$ cat config.mk
export PLATFORM = sky130hd
export DESIGN_NAME = http_chunked_body_decoder_core_flat
export DESIGN_NICKNAME = d
export VERILOG_FILES = /design/src/hcbd_pkg.sv /design/src/hcbd_if.sv /design/src/hcbd_in_stage.sv /design/src/hcbd_parser.sv /design/src/hcbd_out_stage.sv /design/src/http_chunked_body_decoder_core.sv /design/src/flat_wrapper.sv
export SDC_FILE = /design/constraint.sdc
export NUM_CORES = 1
export LEC_CHECK = 0
export BUFFER_PORTS_ARGS = -buffer_cell sky130_fd_sc_hd__buf_2
export CAP_MARGIN = 20
export CORE_MARGIN = 5
export CORE_UTILIZATION = 50
export CTS_CLUSTER_SIZE = 30
export DETAILED_ROUTE_END_ITERATION = 10
export PLACE_DENSITY = 0.71
export SETUP_SLACK_MARGIN = 0.5
export SLEW_MARGIN = 30
export SYNTH_ARGS = -nofsm -noshare
export SYNTH_HDL_FRONTEND = slang
export SYNTH_SLANG_ARGS = --single-unit
$ cat constraint.sdc
create_clock -name clk_i -period 5.6 [get_ports clk_i]
set_input_delay 0.56 -clock clk_i [delete_from_list [all_inputs] [get_ports clk_i]]
set_output_delay 0.56 -clock clk_i [all_outputs]
set_load 0.03 [all_outputs]
$ cat src/hcbd_pkg.sv
package hcbd_pkg;

  // field widths
  localparam int unsigned TOTAL_W = 48;
  localparam int unsigned ACC_W   = 64;

  // result kinds
  localparam logic [1:0] KIND_DATA = 2'd0;
  localparam logic [1:0] KIND_DONE = 2'd1;
  localparam logic [1:0] KIND_ERR  = 2'd2;

  // error codes
  localparam logic [2:0] ERR_NONE     = 3'd0;
  localparam logic [2:0] ERR_BAD_SIZE = 3'd1;
  localparam logic [2:0] ERR_CRLF     = 3'd2;
  localparam logic [2:0] ERR_TOO_BIG  = 3'd3;
  localparam logic [2:0] ERR_LINE     = 3'd4;
  localparam logic [2:0] ERR_EOF      = 3'd5;

  // input actions
  localparam logic ACT_BYTE  = 1'b0;
  localparam logic ACT_CLOSE = 1'b1;

  // one input item
  typedef struct packed {
    logic       action;
    logic [7:0] in_byte;
  } item_t;

  // one result item
  typedef struct packed {
    logic [1:0]         kind;
    logic [7:0]         out_byte;
    logic [2:0]         error_code;
    logic [TOTAL_W-1:0] total_bytes;
  } result_t;

  // valid plus payload between stages
  typedef struct packed {
    logic  vld;
    item_t item;
  } item_slot_t;

  typedef struct packed {
    logic    vld;
    result_t res;
  } result_slot_t;

endpackage

$ cat src/hcbd_if.sv
// received byte stream
interface hcbd_in_if;
  logic       valid;
  logic       ready;
  logic       action;
  logic [7:0] in_byte;

  modport source (output valid, output action, output in_byte, input ready);
  modport sink (input valid, input action, input in_byte, output ready);
endinterface

// decoded body stream
interface hcbd_out_if;
  logic                        valid;
  logic                        ready;
  logic [1:0]                  kind;
  logic [7:0]                  out_byte;
  logic [2:0]                  error_code;
  logic [hcbd_pkg::TOTAL_W-1:0] total_bytes;

  modport source (output valid, output kind, output out_byte, output error_code,
                  output total_bytes, input ready);
  modport sink (input valid, input kind, input out_byte, input error_code,
                input total_bytes, output ready);
endinterface

// body limit register write
interface hcbd_cfg_if;
  logic                        valid;
  logic                        ready;
  logic [hcbd_pkg::TOTAL_W-1:0] max_body_bytes;

  modport source (output valid, output max_body_bytes, input ready);
  modport sink (input valid, input max_body_bytes, output ready);
endinterface

$ cat src/hcbd_in_stage.sv
module hcbd_in_stage (
  input  logic                 clk_i,
  input  logic                 rst_ni,
  input  logic                 in_valid_i,
  input  hcbd_pkg::item_t      in_item_i,
  output logic                 in_ready_o,
  input  logic                 advance_i,
  output hcbd_pkg::item_slot_t slot_o
);

  logic            vld_q, vld_d;
  hcbd_pkg::item_t item_q;

  // slot is free when empty or draining this cycle
  assign in_ready_o = !vld_q || advance_i;
  assign vld_d      = in_ready_o ? in_valid_i : vld_q;

  always_ff @(posedge clk_i or negedge rst_ni) begin
    if (!rst_ni) begin
      vld_q <= 1'b0;
    end else begin
      vld_q <= vld_d;
    end
  end

  // payload capture on transfer
  always_ff @(posedge clk_i) begin
    if (in_ready_o && in_valid_i) begin
      item_q <= in_item_i;
    end
  end

  assign slot_o.vld  = vld_q;
  assign slot_o.item = item_q;

endmodule

$ cat src/hcbd_parser.sv
module hcbd_parser #(
  parameter int unsigned SIZE_LINE_MAX    = 64,
  parameter int unsigned TRAILER_LINE_MAX = 65536
) (
  input  logic                          clk_i,
  input  logic                          rst_ni,
  input  hcbd_pkg::item_slot_t          slot_i,
  input  logic                          advance_i,
  input  logic                          cfg_valid_i,
  input  logic [hcbd_pkg::TOTAL_W-1:0]  cfg_data_i,
  output hcbd_pkg::result_slot_t        res_o
);

  localparam int unsigned LINE_MAX =
    (SIZE_LINE_MAX > TRAILER_LINE_MAX) ? SIZE_LINE_MAX : TRAILER_LINE_MAX;
  localparam int unsigned LEN_W = $clog2(LINE_MAX + 1);
  localparam int unsigned TW    = hcbd_pkg::TOTAL_W;
  localparam int unsigned AW    = hcbd_pkg::ACC_W;

  localparam logic [7:0] CH_CR   = 8'h0d;
  localparam logic [7:0] CH_LF   = 8'h0a;
  localparam logic [7:0] CH_SEMI = 8'h3b;

  typedef enum logic [3:0] {
    PH_HEX, PH_HEX_CR, PH_EXT, PH_EXT_CR, PH_DATA, PH_END1, PH_END2,
    PH_TRL, PH_TRL_CR, PH_DONE, PH_ERR
  } phase_e;

  phase_e          phase_q, phase_d;
  logic [AW-1:0]   acc_q, acc_d;
  logic            digit_q, digit_d;
  logic [LEN_W-1:0] len_q, len_d;
  logic [AW-1:0]   left_q, left_d;
  logic [TW-1:0]   total_q, total_d;
  logic            trl_q, trl_d;
  logic [2:0]      serr_q, serr_d;
  logic [TW-1:0]   max_q;
  logic [TW-1:0]   headroom_q;
  logic            over_q;

  // hex digit decode, bit 4 flags a valid digit
  function automatic logic [4:0] hex_digit(input logic [7:0] c);
    logic [4:0] r;
    r = 5'd0;
    if (c >= 8'h30 && c <= 8'h39) begin
      r = {1'b1, 4'(c - 8'h30)};
    end else if (c >= 8'h61 && c <= 8'h66) begin
      r = {1'b1, 4'(c - 8'h57)};
    end else if (c >= 8'h41 && c <= 8'h46) begin
      r = {1'b1, 4'(c - 8'h37)};
    end
    return r;
  endfunction

  logic       step;
  logic [7:0] c;
  logic [4:0] hd;
  logic [LEN_W-1:0] limit;

  assign step = slot_i.vld && advance_i;
  assign c    = slot_i.item.in_byte;
  assign hd   = hex_digit(c);
  assign limit = (phase_q == PH_TRL || phase_q == PH_TRL_CR) ?
                 LEN_W'(TRAILER_LINE_MAX) : LEN_W'(SIZE_LINE_MAX);

  // one step of the decoder per item
  always_comb begin
    phase_d = phase_q;
    acc_d   = acc_q;
    digit_d = digit_q;
    len_d   = len_q;
    left_d  = left_q;
    total_d = total_q;
    trl_d   = trl_q;
    serr_d  = serr_q;
    res_o.vld             = 1'b0;
    res_o.res.kind        = hcbd_pkg::KIND_DATA;
    res_o.res.out_byte    = 8'd0;
    res_o.res.error_code  = hcbd_pkg::ERR_NONE;
    res_o.res.total_bytes = total_q;

    if (step && phase_q != PH_DONE && phase_q != PH_ERR) begin
      if (slot_i.item.action == hcbd_pkg::ACT_CLOSE) begin
        phase_d = PH_ERR;
        res_o.vld = 1'b1;
        res_o.res.kind = hcbd_pkg::KIND_ERR;
        res_o.res.error_code = hcbd_pkg::ERR_EOF;
      end else begin
        case (phase_q)
          PH_DATA: begin
            if (total_q != {TW{1'b1}}) begin
              total_d = total_q + TW'(1);
            end
            left_d = left_q - AW'(1);
            if (left_q == AW'(1)) begin
              phase_d = PH_END1;
            end
            res_o.vld = 1'b1;
            res_o.res.out_byte = c;
            res_o.res.total_bytes = total_d;
          end
          PH_END1: begin
            serr_d  = (c == CH_CR) ? hcbd_pkg::ERR_NONE : hcbd_pkg::ERR_CRLF;
            phase_d = PH_END2;
          end
          PH_END2: begin
            if (serr_q != hcbd_pkg::ERR_NONE || c != CH_LF) begin
              phase_d = PH_ERR;
              res_o.vld = 1'b1;
              res_o.res.kind = hcbd_pkg::KIND_ERR;
              res_o.res.error_code = hcbd_pkg::ERR_CRLF;
            end else begin
              len_d = '0; acc_d = '0; digit_d = 1'b0; serr_d = hcbd_pkg::ERR_NONE;
              trl_d = 1'b0;
              phase_d = PH_HEX;
            end
          end
          default: begin
            if (c == CH_LF && (phase_q == PH_HEX_CR || phase_q == PH_EXT_CR)) begin
              // end of the size line
              if (serr_q != hcbd_pkg::ERR_NONE || !digit_q) begin
                phase_d = PH_ERR;
                res_o.vld = 1'b1;
                res_o.res.kind = hcbd_pkg::KIND_ERR;
                res_o.res.error_code = hcbd_pkg::ERR_BAD_SIZE;
              end else begin
                len_d = '0; acc_d = '0; digit_d = 1'b0; serr_d = hcbd_pkg::ERR_NONE;
                trl_d = 1'b0;
                if (acc_q == '0) begin
                  phase_d = PH_TRL;
                end else if (max_q != '0 &&
                             (over_q || acc_q > {{(AW-TW){1'b0}}, headroom_q})) begin
                  phase_d = PH_ERR;
                  res_o.vld = 1'b1;
                  res_o.res.kind = hcbd_pkg::KIND_ERR;
                  res_o.res.error_code = hcbd_pkg::ERR_TOO_BIG;
                end else begin
                  left_d  = acc_q;
                  phase_d = PH_DATA;
                end
              end
            end else if (c == CH_LF && phase_q == PH_TRL_CR) begin
              // end of a trailer line, an empty one closes the body
              if (!trl_q) begin
                phase_d = PH_DONE;
                res_o.vld = 1'b1;
                res_o.res.kind = hcbd_pkg::KIND_DONE;
              end else begin
                len_d = '0; acc_d = '0; digit_d = 1'b0; serr_d = hcbd_pkg::ERR_NONE;
                trl_d = 1'b0;
                phase_d = PH_TRL;
              end
            end else if (len_q >= limit) begin
              phase_d = PH_ERR;
              res_o.vld = 1'b1;
              res_o.res.kind = hcbd_pkg::KIND_ERR;
              res_o.res.error_code = hcbd_pkg::ERR_LINE;
            end else begin
              len_d = len_q + LEN_W'(1);
              case (phase_q)
                PH_HEX, PH_HEX_CR: begin
                  // a lone cr in the size line marks it bad
                  if (phase_q == PH_HEX_CR) begin
                    serr_d  = hcbd_pkg::ERR_BAD_SIZE;
                    phase_d = PH_HEX;
                  end
                  if (hd[4]) begin
                    if (acc_q[AW-1:AW-4] != 4'd0) begin
                      serr_d = hcbd_pkg::ERR_BAD_SIZE;
                    end else begin
                      acc_d   = {acc_q[AW-5:0], hd[3:0]};
                      digit_d = 1'b1;
                    end
                  end else if (c == CH_SEMI) begin
                    phase_d = PH_EXT;
                  end else if (c == CH_CR) begin
                    phase_d = PH_HEX_CR;
                  end else begin
                    serr_d = hcbd_pkg::ERR_BAD_SIZE;
                  end
                end
                PH_EXT, PH_EXT_CR: begin
                  phase_d = (c == CH_CR) ? PH_EXT_CR : PH_EXT;
                end
                PH_TRL_CR: begin
                  trl_d   = 1'b1;
                  phase_d = (c == CH_CR) ? PH_TRL_CR : PH_TRL;
                end
                default: begin
                  if (c == CH_CR) begin
                    phase_d = PH_TRL_CR;
                  end else begin
                    trl_d = 1'b1;
                  end
                end
              endcase
            end
          end
        endcase
      end
    end
  end

  // decoder state and limit register
  always_ff @(posedge clk_i or negedge rst_ni) begin
    if (!rst_ni) begin
      phase_q    <= PH_HEX;
      acc_q      <= '0;
      digit_q    <= 1'b0;
      len_q      <= '0;
      left_q     <= '0;
      total_q    <= '0;
      trl_q      <= 1'b0;
      serr_q     <= hcbd_pkg::ERR_NONE;
      max_q      <= '0;
      headroom_q <= '0;
      over_q     <= 1'b0;
    end else begin
      phase_q <= phase_d;
      acc_q   <= acc_d;
      digit_q <= digit_d;
      len_q   <= len_d;
      left_q  <= left_d;
      total_q <= total_d;
      trl_q   <= trl_d;
      serr_q  <= serr_d;
      if (cfg_valid_i) begin
        max_q <= cfg_data_i;
      end
      // room left under the limit; after a data byte it is ready before any size line can end
      headroom_q <= max_q - total_q;
      over_q     <= total_q > max_q;
    end
  end

endmodule

$ cat src/hcbd_out_stage.sv
module hcbd_out_stage (
  input  logic                   clk_i,
  input  logic                   rst_ni,
  input  hcbd_pkg::result_slot_t res_i,
  output logic                   advance_o,
  output logic                   out_valid_o,
  input  logic                   out_ready_i,
  output hcbd_pkg::result_t      out_res_o
);

  logic              vld_q, vld_d;
  hcbd_pkg::result_t res_q;

  // result register takes a new value when empty or being drained
  assign advance_o = !vld_q || out_ready_i;
  assign vld_d     = advance_o ? res_i.vld : vld_q;

  always_ff @(posedge clk_i or negedge rst_ni) begin
    if (!rst_ni) begin
      vld_q <= 1'b0;
    end else begin
      vld_q <= vld_d;
    end
  end

  always_ff @(posedge clk_i) begin
    if (advance_o && res_i.vld) begin
      res_q <= res_i.res;
    end
  end

  assign out_valid_o = vld_q;
  assign out_res_o   = res_q;

endmodule

$ cat src/http_chunked_body_decoder_core.sv
// channel  dir  handshake      payload
// in_i     in   valid/ready    action, in_byte
// out_o    out  valid/ready    kind, out_byte, error_code, total_bytes
// cfg_i    in   valid/ready    max_body_bytes (ready is always high)
//
// one byte per cycle unless stalled: input register, one decode step, result register
// a result passes the input register, then the result register
// reset clears all decoder state and the body limit; no clearing pass
// an output stall holds the result register and backs up into the input register
module http_chunked_body_decoder_core #(
  parameter int unsigned SIZE_LINE_MAX    = 64,
  parameter int unsigned TRAILER_LINE_MAX = 65536
) (
  input  logic        clk_i,
  input  logic        rst_ni,
  hcbd_in_if.sink     in_i,
  hcbd_out_if.source  out_o,
  hcbd_cfg_if.sink    cfg_i
);

  hcbd_pkg::item_t        in_item;
  hcbd_pkg::item_slot_t   slot;
  hcbd_pkg::result_slot_t res;
  hcbd_pkg::result_t      out_res;
  logic                   advance;
  logic                   in_ready;
  logic                   out_valid;

  assign in_item.action  = in_i.action;
  assign in_item.in_byte = in_i.in_byte;
  assign in_i.ready      = in_ready;
  assign cfg_i.ready     = 1'b1;

  hcbd_in_stage u_in (
    .clk_i      (clk_i),
    .rst_ni     (rst_ni),
    .in_valid_i (in_i.valid),
    .in_item_i  (in_item),
    .in_ready_o (in_ready),
    .advance_i  (advance),
    .slot_o     (slot)
  );

  hcbd_parser #(
    .SIZE_LINE_MAX    (SIZE_LINE_MAX),
    .TRAILER_LINE_MAX (TRAILER_LINE_MAX)
  ) u_parser (
    .clk_i       (clk_i),
    .rst_ni      (rst_ni),
    .slot_i      (slot),
    .advance_i   (advance),
    .cfg_valid_i (cfg_i.valid),
    .cfg_data_i  (cfg_i.max_body_bytes),
    .res_o       (res)
  );

  hcbd_out_stage u_out (
    .clk_i       (clk_i),
    .rst_ni      (rst_ni),
    .res_i       (res),
    .advance_o   (advance),
    .out_valid_o (out_valid),
    .out_ready_i (out_o.ready),
    .out_res_o   (out_res)
  );

  assign out_o.valid       = out_valid;
  assign out_o.kind        = out_res.kind;
  assign out_o.out_byte    = out_res.out_byte;
  assign out_o.error_code  = out_res.error_code;
  assign out_o.total_bytes = out_res.total_bytes;

endmodule

$ cat src/flat_wrapper.sv
// flat-port wrapper written by rule: the top's interface ports become plain ports
module http_chunked_body_decoder_core_flat 
#(
  parameter int unsigned SIZE_LINE_MAX    = 64,
  parameter int unsigned TRAILER_LINE_MAX = 65536
)
  (clk_i, rst_ni, in_i_valid, in_i_action, in_i_in_byte, in_i_ready, out_o_valid, out_o_kind, out_o_out_byte, out_o_error_code, out_o_total_bytes, out_o_ready, cfg_i_valid, cfg_i_max_body_bytes, cfg_i_ready);
  hcbd_in_if in_i_i ();
  hcbd_out_if out_o_i ();
  hcbd_cfg_if cfg_i_i ();
  input  logic clk_i;
  input  logic rst_ni;
  input wire logic [$bits(in_i_i.valid)-1:0] in_i_valid;
  input wire logic [$bits(in_i_i.action)-1:0] in_i_action;
  input wire logic [$bits(in_i_i.in_byte)-1:0] in_i_in_byte;
  output wire logic [$bits(in_i_i.ready)-1:0] in_i_ready;
  output wire logic [$bits(out_o_i.valid)-1:0] out_o_valid;
  output wire logic [$bits(out_o_i.kind)-1:0] out_o_kind;
  output wire logic [$bits(out_o_i.out_byte)-1:0] out_o_out_byte;
  output wire logic [$bits(out_o_i.error_code)-1:0] out_o_error_code;
  output wire logic [$bits(out_o_i.total_bytes)-1:0] out_o_total_bytes;
  input wire logic [$bits(out_o_i.ready)-1:0] out_o_ready;
  input wire logic [$bits(cfg_i_i.valid)-1:0] cfg_i_valid;
  input wire logic [$bits(cfg_i_i.max_body_bytes)-1:0] cfg_i_max_body_bytes;
  output wire logic [$bits(cfg_i_i.ready)-1:0] cfg_i_ready;
  assign in_i_i.valid = in_i_valid;
  assign in_i_i.action = in_i_action;
  assign in_i_i.in_byte = in_i_in_byte;
  assign in_i_ready = in_i_i.ready;
  assign out_o_valid = out_o_i.valid;
  assign out_o_kind = out_o_i.kind;
  assign out_o_out_byte = out_o_i.out_byte;
  assign out_o_error_code = out_o_i.error_code;
  assign out_o_total_bytes = out_o_i.total_bytes;
  assign out_o_i.ready = out_o_ready;
  assign cfg_i_i.valid = cfg_i_valid;
  assign cfg_i_i.max_body_bytes = cfg_i_max_body_bytes;
  assign cfg_i_ready = cfg_i_i.ready;
  http_chunked_body_decoder_core #(.SIZE_LINE_MAX(SIZE_LINE_MAX), .TRAILER_LINE_MAX(TRAILER_LINE_MAX)) u_core (.clk_i(clk_i), .rst_ni(rst_ni), .in_i(in_i_i), .out_o(out_o_i), .cfg_i(cfg_i_i));
endmodule
After elaboration in Yosys (flattened, before gate mapping)
Index checks and enable logic that the tools add are counted.
{"block": "totals", "regBits": 371, "latchBits": 0, "ram_bits": 0, "rom_bits": 0, "inputBits": 62, "out_inout_bits": 64, "elab_cells": 217, "mem_count": 0}
{"block": "op_classes", "n_addsub": 7, "mul": 0, "div": 0, "order_cmp": 9, "eq_ne": 30, "shifts": 0, "n_mux": 101, "bitwise_logic": 5, "n_reduce_logical": 44}
{"operator": "two-way mux 64 bit", "count": 13}
{"operator": "one-hot mux 64 bit (2 select lines)", "count": 2}
{"operator": "two-way mux 48 bit", "count": 3}
{"operator": "two-way mux 17 bit", "count": 7}
{"operator": "two-way mux 3 bit", "count": 25}
{"operator": "equality test 64 x 1 -> 1 bit, second input constant", "count": 1}
{"operator": "> comparator 64 x 48 -> 1 bit", "count": 1}
{"operator": "zero test 64 bit", "count": 1}
{"operator": "two-way mux 4 bit", "count": 16}
{"operator": "subtractor 64 x 1 -> 64 bit, second input constant", "count": 1}
{"operator": "two-way mux 62 bit", "count": 1}
{"operator": "adder 48 x 1 -> 48 bit, second input constant", "count": 1}
{"operator": "> comparator 48 bit", "count": 1}
{"operator": "inequality test 48 bit, second input constant", "count": 1}
{"operator": "nonzero test 48 bit", "count": 1}
{"operator": "subtractor 48 bit", "count": 1}
{"operator": "one-hot mux 17 bit (2 select lines)", "count": 1}
{"operator": "one-hot mux 4 bit (3 select lines)", "count": 2}
{"operator": "adder 17 x 1 -> 17 bit, second input constant", "count": 1}
{"operator": "greater-or-equal comparator 17 bit", "count": 1}
{"operator": "equality test 4 x 3 -> 1 bit, second input constant", "count": 4}
{"operator": "equality test 8 x 4 -> 1 bit, second input constant", "count": 2}
{"operator": "greater-or-equal comparator 8 x 7 -> 1 bit, second input constant", "count": 2}
{"operator": "less-or-equal comparator 8 x 7 -> 1 bit, second input constant", "count": 2}
{"operator": "other kinds (44)", "count": 105}

Logic depth before layout (Yosys ltp)
{"block": "logic_depth", "depth_word": 12, "mapped_depth": 15}

Cells and area by module
A second synthesis with hierarchy kept.
{"block": "hier_totals", "cells_unflattened": 2035, "hier_area_um2": 19955.4}
{"module": "hcbd_parser", "n_inst": 1, "cells_per_inst": 1954, "area_per_inst_um2": 17727.0, "seq_area_each_um2": 7482.2}
{"module": "hcbd_out_stage", "n_inst": 1, "cells_per_inst": 65, "area_per_inst_um2": 1885.6, "seq_area_each_um2": 1856.8}
{"module": "hcbd_in_stage", "n_inst": 1, "cells_per_inst": 14, "area_per_inst_um2": 331.6, "seq_area_each_um2": 295.3}
{"module": "http_chunked_body_decoder_core", "n_inst": 1, "cells_per_inst": 2, "area_per_inst_um2": 11.3, "seq_area_each_um2": 0.0}

Least setup slack after synthesis
No wires, ideal clock.
{"block": "synth_path", "path_kind": "register to register", "from": "register u_core.u_parser.phase_q[1]", "to": "register u_core.u_out.res_q, in the netlist u_core.u_out.out_res_o[0] (enable)", "setup_ps": 500, "arrival_ps": 5208, "required_ps": 5100, "path_slack_ps": -108, "stages_incl_launch_ff": 11, "n_path_buf": 0, "period_less_slack_ps": 5708, "path_cell_list": "dfrtp_1 > or3b_2 > nor2_1 > a31oi_1 > ha_1 > nor3b_1 > o21ai_0 > a21oi_1 > nand2b_1 > a21oi_1 > a21oi_1"}
{"block": "synth_via", "elab_chain_len": 11, "word_cells_on_any_way": 24, "classes_between": "1 x order compare; 9 x eq/ne; 7 x mux; 7 x reduce/logical"}
{"element": "start: declaration", "line_no": "hcbd_parser.sv:29", "text": "phase_e phase_q, phase_d;"}
{"element": "start signal: assignment", "line_no": "hcbd_parser.sv:219", "text": "phase_q <= phase_d;"}
{"element": "equality test 4 x 3 -> 1 bit / equality test 4 bit (equally long branches)", "line_no": "hcbd_parser.sv:63, hcbd_parser.sv:142"}
{"element": "logical OR 1 bit", "line_no": "hcbd_parser.sv:63", "text": "assign limit = (phase_q == PH_TRL || phase_q == PH_TRL_CR) ?"}
{"element": "two-way mux 17 bit", "line_no": "hcbd_parser.sv:63"}
{"element": "greater-or-equal comparator 17 bit", "line_no": "hcbd_parser.sv:153", "text": "end else if (len_q >= limit) begin"}
{"element": "two-way mux 3 bit", "line_no": "hcbd_parser.sv:153"}
{"element": "two-way mux 3 bit", "line_no": "hcbd_parser.sv:142", "text": "end else if (c == CH_LF && phase_q == PH_TRL_CR) begin"}
{"element": "two-way mux 3 bit", "line_no": "hcbd_parser.sv:119", "text": "if (c == CH_LF && (phase_q == PH_HEX_CR || phase_q == PH_EXT_CR)) begin"}
{"element": "one-hot mux 1 bit (3 select lines)", "line_no": "hcbd_parser.sv:89", "text": "case (phase_q)"}
{"element": "two-way mux 3 bit", "line_no": "hcbd_parser.sv:83", "text": "if (slot_i.item.action == hcbd_pkg::ACT_CLOSE) begin"}
{"element": "two-way mux 62 bit *", "line_no": "hcbd_parser.sv:82", "text": "if (step && phase_q != PH_DONE && phase_q != PH_ERR) begin"}
{"element": "logical AND 1 bit *", "line_no": "hcbd_out_stage.sv:27", "text": "if (advance_o && res_i.vld) begin"}
{"element": "end signal: assignment", "line_no": "hcbd_out_stage.sv:28", "text": "res_q <= res_i.res;"}
{"element": "end: declaration", "line_no": "hcbd_out_stage.sv:12", "text": "hcbd_pkg::result_t res_q;"}
Mark *: on every way between the ends. The rest lies on a longest branch, timed or not.
A chain may end at the register's enable or synchronous reset.

Worst setup path after layout
{"block": "layout_path", "from": "register u_core.u_parser.phase_q[3]", "to": "register u_core.u_parser.acc_q[44]"}
{"block": "layout_via", "elab_chain_len": 6, "word_cells_on_any_way": 32, "classes_between": "1 x order compare; 14 x eq/ne; 4 x mux; 1 x bitwise; 12 x reduce/logical"}
{"element": "equality test 4 x 3 -> 1 bit / equality test 4 bit (equally long branches)", "line_no": "hcbd_parser.sv:63, hcbd_parser.sv:142"}
{"element": "logical OR 1 bit", "line_no": "hcbd_parser.sv:63"}
{"element": "two-way mux 17 bit", "line_no": "hcbd_parser.sv:63"}
{"element": "greater-or-equal comparator 17 bit", "line_no": "hcbd_parser.sv:153"}
{"element": "inequality test 4 x 3 -> 1 bit (no line)"}
{"element": "AND reduction 10 bit (no line)"}
{"element": "end signal: assignment", "line_no": "hcbd_parser.sv:208", "text": "acc_q <= '0;"}
{"element": "end signal: assignment", "line_no": "hcbd_parser.sv:220", "text": "acc_q <= acc_d;"}
{"element": "end: declaration", "line_no": "hcbd_parser.sv:30", "text": "logic [AW-1:0] acc_q, acc_d;"}
Parallel ways exist; a longest one is shown, timed or not.

==> results.json <==
{
  "rsz0062_at_grt": "false",
  "antennaDiodeCount": 0,
  "placement.io_buffers": 124,
  "setup_viol": 0,
  "crit_path_max_delay_cell_type": "nor2_4",
  "arrival_time_of_the_worst_setup_path_ns": 4.87,
  "grt_util_all_layers_pct": 22.4,
  "netlist_instances": 1951,
  "p_per_area_mw_per_mm2": 345,
  "grt_first_pass_wirelength_um": 81600,
  "critical_path.max_stage_delay_ns": 0.60,
  "crit_chain": "or3b_2, nor2_1, a31oi_1, ha_1, nor3b_1, o21ai_0, a21oi_1, nand2b_1, a21o_1, or2_1, nor2_4, buf_4, a22o_1",
  "stdcell_count": 2625,
  "critical_path_required_ns": 6.11,
  "period_needed_ns": 4.36,
  "netlist_area_mm2": 0.0200,
  "hold_removal_path_class": "in -> reg",
  "synth_top_area_cell": "dfrtp_1",
  "dr_total_vias": 15591,
  "cts-htree-levels": 2,
  "crit_buf_inv": 1,
  "leakagePower_nw": 9.97,
  "synthArstFlopShare_pct": 81.1,
  "worst_slew_pin_slew_ns": 0.869,
  "synth.yosys.seq_area_share_pct": 48.2,
  "ys.flop_type": "dfrtp_1",
  "detailedPlacementHpwl_um": 35500,
  "synth_largest_type_area_fraction_pct": 37.7,
  "syn-mean-instance-area_um2": 10.2,
  "final_net_count": 2238,
  "clock.fmax_mhz": 229,
  "cts_max_path_buffers": 3,
  "maxSlewViolCount": 0,
  "die_width_um": 210,
  "syn_to_final_growth_pct": 13.4,
  "rel_slew_slack_pct": 42.1,
  "clock_insertion_delay_worst_skew_ns": 0.58,
  "synth_edf_count": 70,
  "num_io_pins": 126,
  "synth_area_leaders": "dfrtp_1 (38%), edfxtp_1 (11%), ha_1 (6.7%)",
  "vias_in_the_first_global_route": 15521,
  "floorplan.die.height_um": 210,
  "timing.critical_path.max_delay_family": "simple AND/OR/NAND/NOR gates",
  "post_route_cells_drive_above_1_share_pct": 15.5,
  "worst_ir_drop_vdd_mv": 0.268,
  "antenna_found_initial": 0,
  "crit_path_end_kind": "flip-flop",
  "grt_remaining_overflow": 0,
  "seq_area_mm2": 0.00963,
  "layout_worst_path_cycle_share_pct": 77.8,
  "layout_setup_ws_ns": 1.24,
  "multi_input_area_mm2": 0.00957,
  "grt_max_degree": 135,
  "finalClockSkew_ns": 0.0190,
  "tritoncts": "built",
  "nets_in_the_synthesized_netlist": 2121,
  "cts_num_sinks": 371,
  "post_drt_via_cell_ratio": 5.94,
  "postSynthRegisterBits": 371,
  "clk_root_buffer_cell": "clkbuf_16",
  "layout.cells.most_common": "dfrtp_1",
  "initial_core_util_pct": 50.4,
  "dp.cells": 2548,
  "final_wirelength_um": 49800,
  "maxCapViolCount": 0,
  "final_cell_mix": "dfrtp_1 (301), nand2_1 (150), inv_1 (145)",
  "synthesis.yosys.warnings": 0,
  "post-route-drc-count": 0,
  "post_cts.resized_instances": 0,
  "status": "complete, no violations",
  "worstSetupPathType": "reg -> reg",
  "number_of_violations_reported_at_the_end_of_detailed_routing_iteration_0": 1141,
  "timing.reg2reg.setup_slack_ns": 1.24,
  "path_clk_slew_ns": 0.06,
  "worstPathMaxFanout": 27,
  "finalHoldViolations": 0,
  "setup.worst_path.start_class": "flip-flop",
  "tritoncts.num_buffers": 41,
  "core.rowCount": 73,
  "synth_cell_type_count": 87,
  "fp.coreArea_mm2": 0.0396,
  "routed_length_per_instance_um": 19.0,
  "filler_cell_count": 3408,
  "fin_tns_setup_ns": 0,
  "place_congestion": 0.883,
  "detail_route.first_pass.iterations": 5,
  "antenna_violating_nets_post_route": 0,
  "fp.dieArea_mm2": 0.0441,
  "placement.setup.worst_slack_ns": 1.25
}
cell type report:
cell class	count	area share [%]
clock inverters	17	1.16
flip-flops and latches	371	42.5
inverters	145	2.40
well taps	525	2.90
repair buffers	145	3.70
clock buffers	58	5.12
multi-input cells	1364	42.2
routing by layer:
layer  part of all wire [%]  vias to the layer above  wire length, um  GRT usage [%]
li1                       -                     7442                -              -
met1                     45                     7573            22300           30.6
met2                     47                      459            23200           36.3
met3                    4.9                      117             2450           3.26
met4                    3.7                        0             1840           9.05
met5                      0                        -                0              0
what timing repair did:
action | in CTS | in global routing
hold buffers | 0 | 1
endpoints found under the hold margin | 0 | 19
buffers inserted | 0 | 0
report_power, final:
group	internal, mW	switching, mW
Sequential	3.10	0.249
Combinational	0.604	1.04
Clock	1.73	1.09
cell families after synthesis:
group	after synthesis	synth area share, %
AO/OA/AOI/OAI	485	17.2
flip-flops	371	48.2
other	1	0.0188
AND/OR/NAND/NOR	618	16.3
buffers and inverters	216	4.17
adder cells (fa/ha/maj)	108	6.80
XOR/XNOR	92	4.03
multiplexers	60	3.29
stage by stage:
stage / power (mW) / area [um^2] / hold WS [ns] / utilization, %
2_1_floorplan: 4.52 / 20000 / 0.264 / -
3_3_place_gp: 4.98 / 21200 / 0.453 / 53.5
3_5_place_dp: 5.03 / 21200 / 0.460 / 53.5
4_1_cts: 7.87 / 22600 / 0.0730 / 57.1
5_1_grt: 8.20 / 22700 / 0.148 / 57.2
6_report: 7.82 / 22700 / 0.162 / 57.2
sequential cells by signal (all words and copies together) (netlist names):
| name | cells |
|---|---|
| u_core.u_out.out_valid_o | 1 |
| u_core.u_parser.trl_q | 1 |
| u_core.u_parser.serr_q | 3 |
| u_core.u_parser.digit_q | 1 |
| u_core.u_in.vld_q | 1 |
| u_core.u_parser.phase_q | 4 |
| u_core.u_parser.total_q | 48 |
| u_core.u_parser.over_q | 1 |
| u_core.u_in.slot_o | 9 |
| u_core.u_parser.len_q | 17 |
| u_core.u_parser.left_q | 64 |
| u_core.u_parser.headroom_q | 48 |
| u_core.u_parser.max_q | 48 |
| u_core.u_out.out_res_o | 61 |
| u_core.u_parser.acc_q | 64 |
Yosys cell counts, types with 41 or more instances:
library cell	count
dfrtp_1	301
nand2_1	150
inv_1	145
nor2_1	112
ha_1	107
o21ai_0	104
a21oi_1	89
xnor2_1	79
edfxtp_1	70
a22o_1	66
nor3_1	63
nand3_1	53
clkbuf_1	52
nor4_1	52
mux2_2	46
a21o_1	43
o221a_2	43
nand4_1	41
worst paths after layout:
check / cells after the start / startpoint / to
min in group asynchronous: 2 / rst_ni / u_core.u_parser.phase_q[3]$_DFFE_PN0P_
max reg2reg: 13 / u_core.u_parser.phase_q[3]$_DFFE_PN0P_ / u_core.u_parser.acc_q[44]$_DFFE_PN0P_
max in group asynchronous: 3 / rst_ni / u_core.u_parser.acc_q[58]$_DFFE_PN0P_
max: 13 / u_core.u_parser.phase_q[3]$_DFFE_PN0P_ / u_core.u_parser.acc_q[44]$_DFFE_PN0P_
min reg2reg: 1 / u_core.u_parser.left_q[59]$_DFFE_PN0P_ / u_core.u_parser.left_q[59]$_DFFE_PN0P_
min: 1 / in_i_in_byte[6] / u_core.u_in.slot_o[6]$_DFFE_PP_
Power figures use the tool's default switching activity.
